==> src/sv/indexed_list_store_assert.svh <==
// assertion macros shared by the indexed list store
`ifndef INDEXED_LIST_STORE_ASSERT_SVH
`define INDEXED_LIST_STORE_ASSERT_SVH

// same-cycle implication, idle during reset
`define ILS_ASSERT_NOW(label, clk, rst_n, ante, cons) \
  label: assert property (@(posedge clk) disable iff (!rst_n) (ante) |-> (cons)) \
    else $error("indexed list store: same-cycle check failed");

// next-cycle implication, idle during reset
`define ILS_ASSERT_NEXT(label, clk, rst_n, ante, cons) \
  label: assert property (@(posedge clk) disable iff (!rst_n) (ante) |=> (cons)) \
    else $error("indexed list store: next-cycle check failed");

`endif

==> src/sv/ils_pkg.sv <==
package ils_pkg;

  localparam int IDX_W   = 4;
  localparam int CNT_O_W = 5;
  localparam int VAL_W   = 32;

  // operation codes
  localparam logic [2:0] FN_APPEND   = 3'd0;
  localparam logic [2:0] FN_READ     = 3'd1;
  localparam logic [2:0] FN_DELETE   = 3'd2;
  localparam logic [2:0] FN_FIND     = 3'd3;
  localparam logic [2:0] FN_CLEAR    = 3'd4;
  localparam logic [2:0] FN_REM_LAST = 3'd5;
  localparam logic [2:0] FN_REVERSE  = 3'd6;

  // result status codes
  localparam logic [1:0] ST_OK       = 2'd0;
  localparam logic [1:0] ST_RANGE    = 2'd1;
  localparam logic [1:0] ST_FULL     = 2'd2;
  localparam logic [1:0] ST_NOTFOUND = 2'd3;

  typedef struct packed {
    logic [2:0]              func;
    logic signed [VAL_W-1:0] value;
    logic [IDX_W-1:0]        index;
  } in_t;

  typedef struct packed {
    logic [1:0]              status;
    logic signed [VAL_W-1:0] data;
    logic [IDX_W-1:0]        found_index;
    logic [CNT_O_W-1:0]      count;
    logic                    is_empty;
  } out_t;

endpackage

==> src/sv/indexed_list_store.sv <==
// append, clear, remove last, no-op and out of range go straight to the done state; read
// waits on one memory read; find scans from index 0 to the first match or the count; delete
// moves each later entry down one place; reverse swaps pairs from the ends inward, all bound
// by the single memory read port; one item in flight, the next transfer is taken once the
// result is registered; reset (synchronous, active low) zeroes the count and empties the
// output; the entry memory is not swept, entries past the count are never read
`include "indexed_list_store_assert.svh"

module indexed_list_store #(
  parameter int DEPTH = 16
) (
  input  logic          clk,
  input  logic          rst_n,
  input  logic          in_valid,
  output logic          in_stall,
  input  ils_pkg::in_t  in_data,
  output logic          out_valid,
  input  logic          out_stall,
  output ils_pkg::out_t out_data
);

  localparam int AW   = $clog2(DEPTH);
  localparam int CW   = $clog2(DEPTH + 1);
  localparam int CMPW = (CW > ils_pkg::IDX_W) ? CW : ils_pkg::IDX_W;

  // one-hot sequencer
  typedef enum logic [8:0] {
    S_IDLE      = 9'b000000001,
    S_READ_WAIT = 9'b000000010,
    S_DEL_RUN   = 9'b000000100,
    S_FIND_RUN  = 9'b000001000,
    S_REV_RD_LO = 9'b000010000,
    S_REV_RD_HI = 9'b000100000,
    S_REV_WR_LO = 9'b001000000,
    S_REV_WR_HI = 9'b010000000,
    S_DONE      = 9'b100000000
  } state_t;

  state_t                         state_r, state_nxt;
  logic [CW-1:0]                  count_r, count_nxt;
  logic [CW-1:0]                  ptr_r, ptr_nxt;
  logic [AW-1:0]                  lo_r, lo_nxt;
  logic [AW-1:0]                  hi_r, hi_nxt;
  logic [ils_pkg::VAL_W-1:0]      value_r, value_nxt;
  logic [ils_pkg::VAL_W-1:0]      tmp_r, tmp_nxt;
  logic [1:0]                     status_r, status_nxt;
  logic signed [ils_pkg::VAL_W-1:0] data_r, data_nxt;
  logic [ils_pkg::IDX_W-1:0]      fidx_r, fidx_nxt;
  logic                           out_valid_r, out_valid_nxt;
  ils_pkg::out_t                  out_data_r, out_data_nxt;

  // memory port
  logic                      ram_we;
  logic [AW-1:0]             ram_waddr;
  logic [ils_pkg::VAL_W-1:0] ram_wdata;
  logic                      ram_re;
  logic [AW-1:0]             ram_raddr;
  logic [ils_pkg::VAL_W-1:0] ram_rdata;

  logic           in_xfer;
  logic           out_free;
  logic [CMPW-1:0] idx_w, cnt_w;
  logic           idx_ok;
  logic [CW-1:0]  idx_c, idx_plus;
  logic [CW-1:0]  ptr_plus;
  logic [AW-1:0]  lo_plus, hi_minus;

  ils_ram #(
    .WIDTH(ils_pkg::VAL_W),
    .DEPTH(DEPTH)
  ) u_ram (
    .clk  (clk),
    .we   (ram_we),
    .waddr(ram_waddr),
    .wdata(ram_wdata),
    .re   (ram_re),
    .raddr(ram_raddr),
    .rdata(ram_rdata)
  );

  assign in_stall  = (state_r != S_IDLE);
  assign in_xfer   = in_valid && !in_stall;
  assign out_free  = !out_valid_r || !out_stall;
  assign out_valid = out_valid_r;
  assign out_data  = out_data_r;

  // index range check at a width that holds both operands
  assign idx_w    = CMPW'(in_data.index);
  assign cnt_w    = CMPW'(count_r);
  assign idx_ok   = idx_w < cnt_w;
  // only used when the index is in range, so it fits the count width
  assign idx_c    = CW'(in_data.index);
  assign idx_plus = CW'(idx_c + 1'b1);
  assign ptr_plus = CW'(ptr_r + 1'b1);
  assign lo_plus  = AW'(lo_r + 1'b1);
  assign hi_minus = AW'(hi_r - 1'b1);

  always_comb begin
    state_nxt     = state_r;
    count_nxt     = count_r;
    ptr_nxt       = ptr_r;
    lo_nxt        = lo_r;
    hi_nxt        = hi_r;
    value_nxt     = value_r;
    tmp_nxt       = tmp_r;
    status_nxt    = status_r;
    data_nxt      = data_r;
    fidx_nxt      = fidx_r;
    out_valid_nxt = out_valid_r;
    out_data_nxt  = out_data_r;
    ram_we        = 1'b0;
    ram_waddr     = AW'(count_r);
    ram_wdata     = in_data.value;
    ram_re        = 1'b0;
    ram_raddr     = AW'(in_data.index);

    // result taken downstream
    if (out_valid_r && !out_stall) begin
      out_valid_nxt = 1'b0;
    end

    unique case (state_r)
      S_IDLE: begin
        if (in_xfer) begin
          status_nxt = ils_pkg::ST_OK;
          data_nxt   = '0;
          fidx_nxt   = '0;
          value_nxt  = in_data.value;
          state_nxt  = S_DONE;
          unique case (in_data.func)
            ils_pkg::FN_APPEND: begin
              if (count_r == CW'(DEPTH)) begin
                status_nxt = ils_pkg::ST_FULL;
              end else begin
                ram_we    = 1'b1;
                count_nxt = CW'(count_r + 1'b1);
              end
            end
            ils_pkg::FN_READ: begin
              if (!idx_ok) begin
                status_nxt = ils_pkg::ST_RANGE;
              end else begin
                ram_re    = 1'b1;
                state_nxt = S_READ_WAIT;
              end
            end
            ils_pkg::FN_DELETE: begin
              if (!idx_ok) begin
                status_nxt = ils_pkg::ST_RANGE;
              end else if (idx_plus < count_r) begin
                // start moving later entries down one place
                ram_re    = 1'b1;
                ram_raddr = AW'(idx_plus);
                ptr_nxt   = idx_plus;
                state_nxt = S_DEL_RUN;
              end else begin
                count_nxt = CW'(count_r - 1'b1);
              end
            end
            ils_pkg::FN_FIND: begin
              if (count_r == '0) begin
                status_nxt = ils_pkg::ST_NOTFOUND;
              end else begin
                ram_re    = 1'b1;
                ram_raddr = '0;
                ptr_nxt   = '0;
                state_nxt = S_FIND_RUN;
              end
            end
            ils_pkg::FN_CLEAR: begin
              count_nxt = '0;
            end
            ils_pkg::FN_REM_LAST: begin
              if (count_r == '0) begin
                status_nxt = ils_pkg::ST_RANGE;
              end else begin
                count_nxt = CW'(count_r - 1'b1);
              end
            end
            ils_pkg::FN_REVERSE: begin
              if (count_r > CW'(1)) begin
                lo_nxt    = '0;
                hi_nxt    = AW'(count_r - 1'b1);
                state_nxt = S_REV_RD_LO;
              end
            end
            default: begin
              // unused code: no operation
            end
          endcase
        end
      end
      S_READ_WAIT: begin
        data_nxt  = $signed(ram_rdata);
        state_nxt = S_DONE;
      end
      S_DEL_RUN: begin
        // entry ptr arrives, lands one place lower, next read overlaps
        ram_we    = 1'b1;
        ram_waddr = AW'(ptr_r - 1'b1);
        ram_wdata = ram_rdata;
        if (ptr_plus < count_r) begin
          ram_re    = 1'b1;
          ram_raddr = AW'(ptr_plus);
          ptr_nxt   = ptr_plus;
        end else begin
          count_nxt = CW'(count_r - 1'b1);
          state_nxt = S_DONE;
        end
      end
      S_FIND_RUN: begin
        // compare entry ptr while the following one is fetched
        if (ram_rdata == value_r) begin
          fidx_nxt  = ils_pkg::IDX_W'(ptr_r);
          state_nxt = S_DONE;
        end else if (ptr_plus < count_r) begin
          ram_re    = 1'b1;
          ram_raddr = AW'(ptr_plus);
          ptr_nxt   = ptr_plus;
        end else begin
          status_nxt = ils_pkg::ST_NOTFOUND;
          state_nxt  = S_DONE;
        end
      end
      S_REV_RD_LO: begin
        ram_re    = 1'b1;
        ram_raddr = lo_r;
        state_nxt = S_REV_RD_HI;
      end
      S_REV_RD_HI: begin
        tmp_nxt   = ram_rdata;
        ram_re    = 1'b1;
        ram_raddr = hi_r;
        state_nxt = S_REV_WR_LO;
      end
      S_REV_WR_LO: begin
        ram_we    = 1'b1;
        ram_waddr = lo_r;
        ram_wdata = ram_rdata;
        state_nxt = S_REV_WR_HI;
      end
      S_REV_WR_HI: begin
        ram_we    = 1'b1;
        ram_waddr = hi_r;
        ram_wdata = tmp_r;
        lo_nxt    = lo_plus;
        hi_nxt    = hi_minus;
        if (lo_plus < hi_minus) begin
          state_nxt = S_REV_RD_LO;
        end else begin
          state_nxt = S_DONE;
        end
      end
      S_DONE: begin
        // hand the result to the output register once it is free
        if (out_free) begin
          out_valid_nxt            = 1'b1;
          out_data_nxt.status      = status_r;
          out_data_nxt.data        = data_r;
          out_data_nxt.found_index = fidx_r;
          out_data_nxt.count       = ils_pkg::CNT_O_W'(count_r);
          out_data_nxt.is_empty    = (count_r == '0);
          state_nxt                = S_IDLE;
        end
      end
      default: begin
        state_nxt = S_IDLE;
      end
    endcase
  end

  always_ff @(posedge clk) begin
    if (!rst_n) begin
      state_r     <= S_IDLE;
      count_r     <= '0;
      out_valid_r <= 1'b0;
    end else begin
      state_r     <= state_nxt;
      count_r     <= count_nxt;
      out_valid_r <= out_valid_nxt;
    end
  end

  // payload and working registers, no reset
  always_ff @(posedge clk) begin
    ptr_r      <= ptr_nxt;
    lo_r       <= lo_nxt;
    hi_r       <= hi_nxt;
    value_r    <= value_nxt;
    tmp_r      <= tmp_nxt;
    status_r   <= status_nxt;
    data_r     <= data_nxt;
    fidx_r     <= fidx_nxt;
    out_data_r <= out_data_nxt;
  end

  // the count never passes the capacity
  `ILS_ASSERT_NOW(a_count_bound, clk, rst_n, 1'b1, count_r <= CW'(DEPTH))
  // an accepted item always leaves the idle state
  `ILS_ASSERT_NEXT(a_accept_busy, clk, rst_n, in_xfer, state_r != S_IDLE)
  // a finished item with a free output register is delivered and the block goes idle
  `ILS_ASSERT_NEXT(a_done_load, clk, rst_n, (state_r == S_DONE) && out_free,
                   out_valid_r && (state_r == S_IDLE))
  // a search never writes the memory
  `ILS_ASSERT_NOW(a_find_no_write, clk, rst_n, state_r == S_FIND_RUN, !ram_we)

endmodule

==> src/sv/ils_ram.sv <==
module ils_ram #(
  parameter int WIDTH = 32,
  parameter int DEPTH = 16
) (
  input  logic                     clk,
  input  logic                     we,
  input  logic [$clog2(DEPTH)-1:0] waddr,
  input  logic [WIDTH-1:0]         wdata,
  input  logic                     re,
  input  logic [$clog2(DEPTH)-1:0] raddr,
  output logic [WIDTH-1:0]         rdata
);

  logic [WIDTH-1:0] mem [DEPTH];

  always_ff @(posedge clk) begin
    if (we) begin
      mem[waddr] <= wdata;
    end
    if (re) begin
      rdata <= mem[raddr];
    end
  end

endmodule

==> config.mk <==
export PLATFORM = sky130hd
export DESIGN_NAME = indexed_list_store
export DESIGN_NICKNAME = d
export VERILOG_FILES = /design/src/sv/ils_pkg.sv /design/src/sv/indexed_list_store.sv /design/src/sv/ils_ram.sv
export VERILOG_INCLUDE_DIRS = /design/src /design/src/sv
export SDC_FILE = /design/constraint.sdc
export NUM_CORES = 1
export LEC_CHECK = 0
export ABC_AREA = 1
export BUFFER_PORTS_ARGS = -buffer_cell sky130_fd_sc_hd__buf_2
export CAP_MARGIN = 0
export CELL_PAD_IN_SITES_DETAIL_PLACEMENT = 0
export CELL_PAD_IN_SITES_GLOBAL_PLACEMENT = 2
export CORE_MARGIN = 1
export CORE_UTILIZATION = 45
export DETAILED_ROUTE_END_ITERATION = 6
export PLACE_DENSITY_LB_ADDON = 0.1
export SYNTH_ARGS = -nofsm -noshare
export SYNTH_HDL_FRONTEND = slang
export SYNTH_SLANG_ARGS = --single-unit
==> constraint.sdc <==
create_clock -name clk -period 15.3 [get_ports clk]
set_clock_uncertainty 0.15 [all_clocks]
set_input_delay 1.53 -clock clk [delete_from_list [all_inputs] [get_ports clk]]
set_output_delay 1.53 -clock clk [all_outputs]
set_load 0.1 [all_outputs]
# == Word level (Yosys, flattened, before mapping) ==
# Memory sizes are Yosys's and may differ from the RTL's. A register that Yosys moved wholly into a read port is not among the register bits.
# Index checks and enable logic that the tools add are counted.
# op_classes
n_mul,0
add_sub_neg,7
n_reduce_logical,26
n_shift,0
bitwise,0
muxes,78
n_eq_ne,34
div_mod_pow,0
magnitude_cmp,5
# op_table
op,count
32-bit case mux with 2 select lines,2
9-bit 2-to-1 mux,10
9-bit case mux with 9 select lines,1
5-bit 2-to-1 mux,12
4-bit 2-to-1 mux,14
9-bit case mux with 4 select lines,1
32-bit == test,1
32-bit 2-to-1 mux,1
4-bit case mux with 2 select lines,4
4-bit case mux with 5 select lines,1
5-bit case mux with 2 select lines,2
5-bit case mux with 4 select lines,1
"3-bit != test, second input constant",6
1-bit 2-to-1 mux,17
5-bit case mux with 3 select lines,1
"2-bit != test, second input constant",7
4-bit case mux with 3 select lines,1
"5-bit by 1-bit adder with 5-bit output, second input constant",2
5-bit < comparator,2
2-bit 2-to-1 mux,5
"3-bit == test, second input constant",3
"9-bit by 1-bit == test with 1-bit output, second input constant",1
"9-bit by 2-bit == test with 1-bit output, second input constant",1
"9-bit by 3-bit == test with 1-bit output, second input constant",1
39 further kinds,53
# word_totals
ram_bits,512
n_memories,1
inputBits,43
register_bits,174
latchBits,0
romBits,0
# mem_list
memory,depth,word_bits,rd,rd_clocked_by_memory_dff,write_ports,line_no,source
u_ram.mem,16,32,1,1,1,ils_ram.sv:14,logic [WIDTH-1:0] mem [DEPTH];

# == Longest topological paths before layout ==
# depth
word_depth,7
depth_mapped,23

# == By module ==
# Synthesis repeated with hierarchy kept, for this count alone.
# unflattened
hier_cells,2941
area_unflattened_um2,31514.0
# modules_own_cells
mod,instances,cells_per_inst,area_per_inst_um2
ils_ram,1,2122,23065.9
indexed_list_store,1,819,8448.1

# == Least setup slack after synthesis ==
# No wires, ideal clock.
# synth_timing
path_kind,input to register
start,input out_stall
end,"register out_data_r, in the netlist out_data[0] (enable)"
path_stages,3
t_required_ns,14.595
n_path_buf,0
arrival_time_ns,5.918
setup_slack_ns,8.676
path_cell_list,nand2_1 > inv_1 > nor4_1
# synth_between
elab_chain_cells,3
# synth_rtl
element,line_no,source
start: declaration,indexed_list_store.sv:18,"input logic out_stall,"
1-bit zero test,indexed_list_store.sv:83,assign out_free = !out_valid_r || !out_stall;
1-bit logical OR,indexed_list_store.sv:83,
2-bit AND reduction (no source line),--,
end signal: assignment,indexed_list_store.sv:294,out_data_r <= out_data_nxt;
end: declaration,indexed_list_store.sv:50,"ils_pkg::out_t out_data_r, out_data_nxt;"
# No other way between the ends.
# A chain may end at the register's enable or synchronous reset.

# == Worst setup path after layout ==
# layout_timing
start,input in_data[1] in the netlist's numbering
end,"register u_ram.rdata[23] (read register of u_ram.mem), data pin"
# layout_between
elab_chain_cells,7
word_cells_on_any_way,17
cone_classes,1 x add/sub; 2 x order compare; 14 x mux
# layout_rtl
element,line_no,source
start: declaration,indexed_list_store.sv:16,"input ils_pkg::in_t in_data,"
4-bit by 1-bit adder with 5-bit output,indexed_list_store.sv:93,assign idx_plus = CW'(idx_c + 1'b1);
5-bit < comparator,indexed_list_store.sv:150,end else if (idx_plus < count_r) begin
1-bit 2-to-1 mux / 4-bit 2-to-1 mux (equally long branches),indexed_list_store.sv:150,
1-bit 2-to-1 mux / 4-bit 2-to-1 mux (equally long branches),indexed_list_store.sv:148,if (!idx_ok) begin
1-bit case mux with 3 select lines / 4-bit case mux with 2 select lines (equally long branches),indexed_list_store.sv:130,unique case (in_data.func)
1-bit 2-to-1 mux / 4-bit 2-to-1 mux (equally long branches),indexed_list_store.sv:124,if (in_xfer) begin
1-bit case mux with 4 select lines / 4-bit case mux with 5 select lines (equally long branches),indexed_list_store.sv:122,unique case (state_r)
end: declaration,ils_ram.sv:11,output logic [WIDTH-1:0] rdata
# Parallel ways exist; a longest one is shown, timed or not.

==> reports/qor.yml <==
switching_power_mw: 1.92
overflow: 0
cts-root-buf: "clkbuf_16"
finalWirelength_um: 89800
grt_pass1_wl_um: 134000
antenna_found_initial: 3
diodes: 0
netlist_top_cells_area: "edfxtp_1, nand3_1, nand2_1"
p_leak_nw: 14.7
start_util: 0.457
ys_seq_area_frac: 0.666
die_area_um2: 72500
cts_repair_resize_count: 0
clock_insertion_delay_worst_skew_ps: 620
fillers: 6341
core_um2: 70400
rr_worst_depth: 22
end_kind: "flop"
min_path_type: "flop to flop"
io_pins: 89
r2r-end: "u_ram.rdata[23]"
htree_num_levels: 3
post-cts-setup-buffers: 0
crit_type: "input port to flop"
ys_ff_latch: 718
cts.path.max_buffers: 3
finalSetupViolCount: 0
fin_util: 0.512
syn_area_um2: 32200
irDropWorstVdd_mv: 0.119
path_max_fanout: 121
num_rows: 97
detail_route.first_pass.iterations: 5
grt_pass1_vias: 20800
port-buffer-count: 88
cts_tree: "yes"
rsz0062_at_grt: "no"
synth_cells: 3009
ys_warn_count: 0
die_w_um: 269
fmax_mhz: 149
clock_sinks: 718
min_path_cells: 0
syn2layout_area_growth_pct: 12.1
min_period_over_period: 0.437
synth.avg_cell_area_um2: 10.7
startpoint_type: "input port"
synth_cell_type_count: 51
antenna_left: 0
slew_violations: 0
drive_above_1_share: 0.0990
yosysTopAreaCell: "edfxtp_1"
cellPowerDensity_nw_per_um2: 158
rrSetupSlack_ps: 9040
synth_top_flop_cell: "edfxtp_1"
num_vias: 21700
power.internal_mw: 3.76
post-route-min-period_ps: 6690
gp_congestion: 0.880
synthArstFlopShare: 0
critPathArrivalTime_ps: 6910
worst_slew_pin_slew_ps: 1340
routedWlPerCell_um: 22.0
timing.rr.start: "ptr_r[0]"
grt_util_all_layers: 0.248
whs_endpoint: "out_data[11]"
power_switching_share: 0.338
netlist.area_leader.share: 0.656
drv_cap: 0
p_clk_frac: 0.322
cts_buffers: 79
die_h_um: 269
required_ps: 15520
min-delay-start: "data_r[1]"
syn_nets: 3074
viasPerCell: 5.30
slew_headroom: 0.0998
combPwrFrac: 0.266
status: "finished clean"
synth_edf_count: 703
grt_max_degree: 122
hold_buffers: 0
drtIter0Drc: 1861
p_seq_frac: 0.412
drc: 0
clk_pin_slew_worst_paths_ps: 60
dp_hpwl_um: 48200
nets: 3157
tns_ps: 0
finalHoldViolCount: 0
==> per-layer routing <==
metal	up-vias	GRT usage	part of all wire
li1	10300	-	-
met1	10600	0.361	0.46
met2	689	0.387	0.45
met3	141	0.0388	0.065
met4	0	0.0698	0.026
met5	-	0	0
==> cells in the final DEF, fill, tap and decap left out, types with 3 or more instances in the layout <==
cell	count
buf_2	88
nand3b_1	88
clkinv_2	10
clkinv_1	18
nor2_1	101
a31oi_1	3
dfxtp_1	15
nor3_1	8
nor2_4	21
nand3_1	607
o211ai_1	38
o21ai_0	21
edfxtp_1	703
bufinv_16	4
inv_2	16
o22ai_1	3
buf_4	62
a21oi_1	21
nand4_1	3
nand3_2	3
ha_1	22
o21a_1	3
inv_1	475
clkbuf_16	83
o31ai_1	3
clkinv_4	3
nand2_1	643
o2111ai_1	3
nor2_2	3
xor2_1	17
clkbuf_1	20
xnor2_1	9
==> flip-flops by register name, indices dropped and copies added (netlist names) <==
name and count:
u_ram.mem 512, out_data 44, data_r 32, tmp_r 32
u_ram.rdata 32, value_r 32, state_r 9, cnt_w 5
ptr_r 5, fidx_r 4, hi_r 4, lo_r 4
status_r 2, out_valid 1
==> metrics by stage <==
| step | power [mW] | hold slack [ps] | cell area (um2) | setup slack [ps] | cells |
|---|---|---|---|---|---|
| final | 5.68 | 266 | 36000 | 8610 | 4091 |
| after global routing | 5.97 | 271 | 36000 | 8090 | 4091 |
| after floorplan | 3.54 | 250 | 32200 | 8680 | 3009 |
| after CTS | 5.73 | 268 | 36000 | 8690 | 4091 |
| after detailed placement | 3.90 | 255 | 33600 | 8080 | 3951 |
| after global placement | 3.89 | 251 | 33600 | 8220 | 3951 |
==> worst max path at each step <==
| stage | to | cells past startpoint | slack [ps] | from |
|---|---|---|---|---|
| floorplan | out_data[0] | 3 | 8680 | out_stall |
| global placement | u_ram.rdata[17] | 23 | 8220 | in_data[1] |
| detailed placement | u_ram.rdata[23] | 23 | 8080 | in_data[1] |
| CTS | u_ram.rdata[23] | 23 | 8690 | in_data[1] |
| global route | u_ram.rdata[27] | 23 | 8090 | in_data[1] |
| finish | u_ram.rdata[23] | 23 | 8610 | in_data[1] |
==> worst max-delay path, stage by stage <==
cell     delay [ps]
buf_2           170
ha_1            200
xor2_1          270
ha_1            300
nand2_1          70
nand2_1          50
nand2_1          50
nand2_1          40
nor2_1          250
nand3_2         160
nand2_1         110
nand3_1          70
nand2_1         150
nand4_4          70
buf_4           420
nand2_8         730
buf_4           760
buf_4           670
nand2_1         140
nand3_1         120
nand3_1          90
nand3_1         100
nand2_1          70
==> synth_stat cells, types with 2 or more instances <==
cell type,instances
edfxtp_1,703
nand2_1,643
nand3_1,608
inv_1,475
nor2_1,118
nand3b_1,88
buf_2,77
o211ai_1,38
clkbuf_1,28
buf_6,22
ha_1,22
a21oi_1,21
o21ai_0,21
inv_2,17
xor2_1,17
buf_1,15
dfxtp_1,15
xnor2_1,9
nor3_1,8
buf_4,6
nor2_4,5
nand3_2,4
a31oi_1,3
nand4_1,3
nor4_1,3
o2111ai_1,3
o21a_1,3
o22ai_1,3
o31ai_1,3
a22oi_1,2
and3_1,2
clkinv_1,2
nor2_2,2
nor3b_1,2
or2_2,2
==> cell families (layout without fill, tap and decap cells) <==
family,after synthesis,in the layout,synth area share
XOR/XNOR,26,26,0.00708
AO/OA/AOI/OAI,105,105,0.0212
adder cells (fa/ha/maj),22,22,0.00856
flip-flops,718,718,0.666
buffers and inverters,642,784,0.0838
AND/OR/NAND/NOR,1496,1496,0.214
==> area by class of cell <==
type | instances | area [um2] | share of cell area
clock buffer | 103 | 2150 | 0.0597
clock inverter | 37 | 312 | 0.00864
inverter | 494 | 1860 | 0.0515
multi-input combinational | 1649 | 8240 | 0.228
sequential | 718 | 21400 | 0.594
tap | 940 | 1180 | 0.0326
timing repair buffer | 150 | 906 | 0.0251
==> power by group through the flow <==
stage                     Combinational, mW  Clock [mW]  Sequential [mW]
after floorplan                        1.11           0             2.43
after global placement                 1.51           0             2.38
after detailed placement               1.52           0             2.38
after CTS                              1.52        1.86             2.34
after global routing                   1.69        1.94             2.35
final                                  1.51        1.83             2.34
No activity file was read; power rests on OpenSTA's default activity.
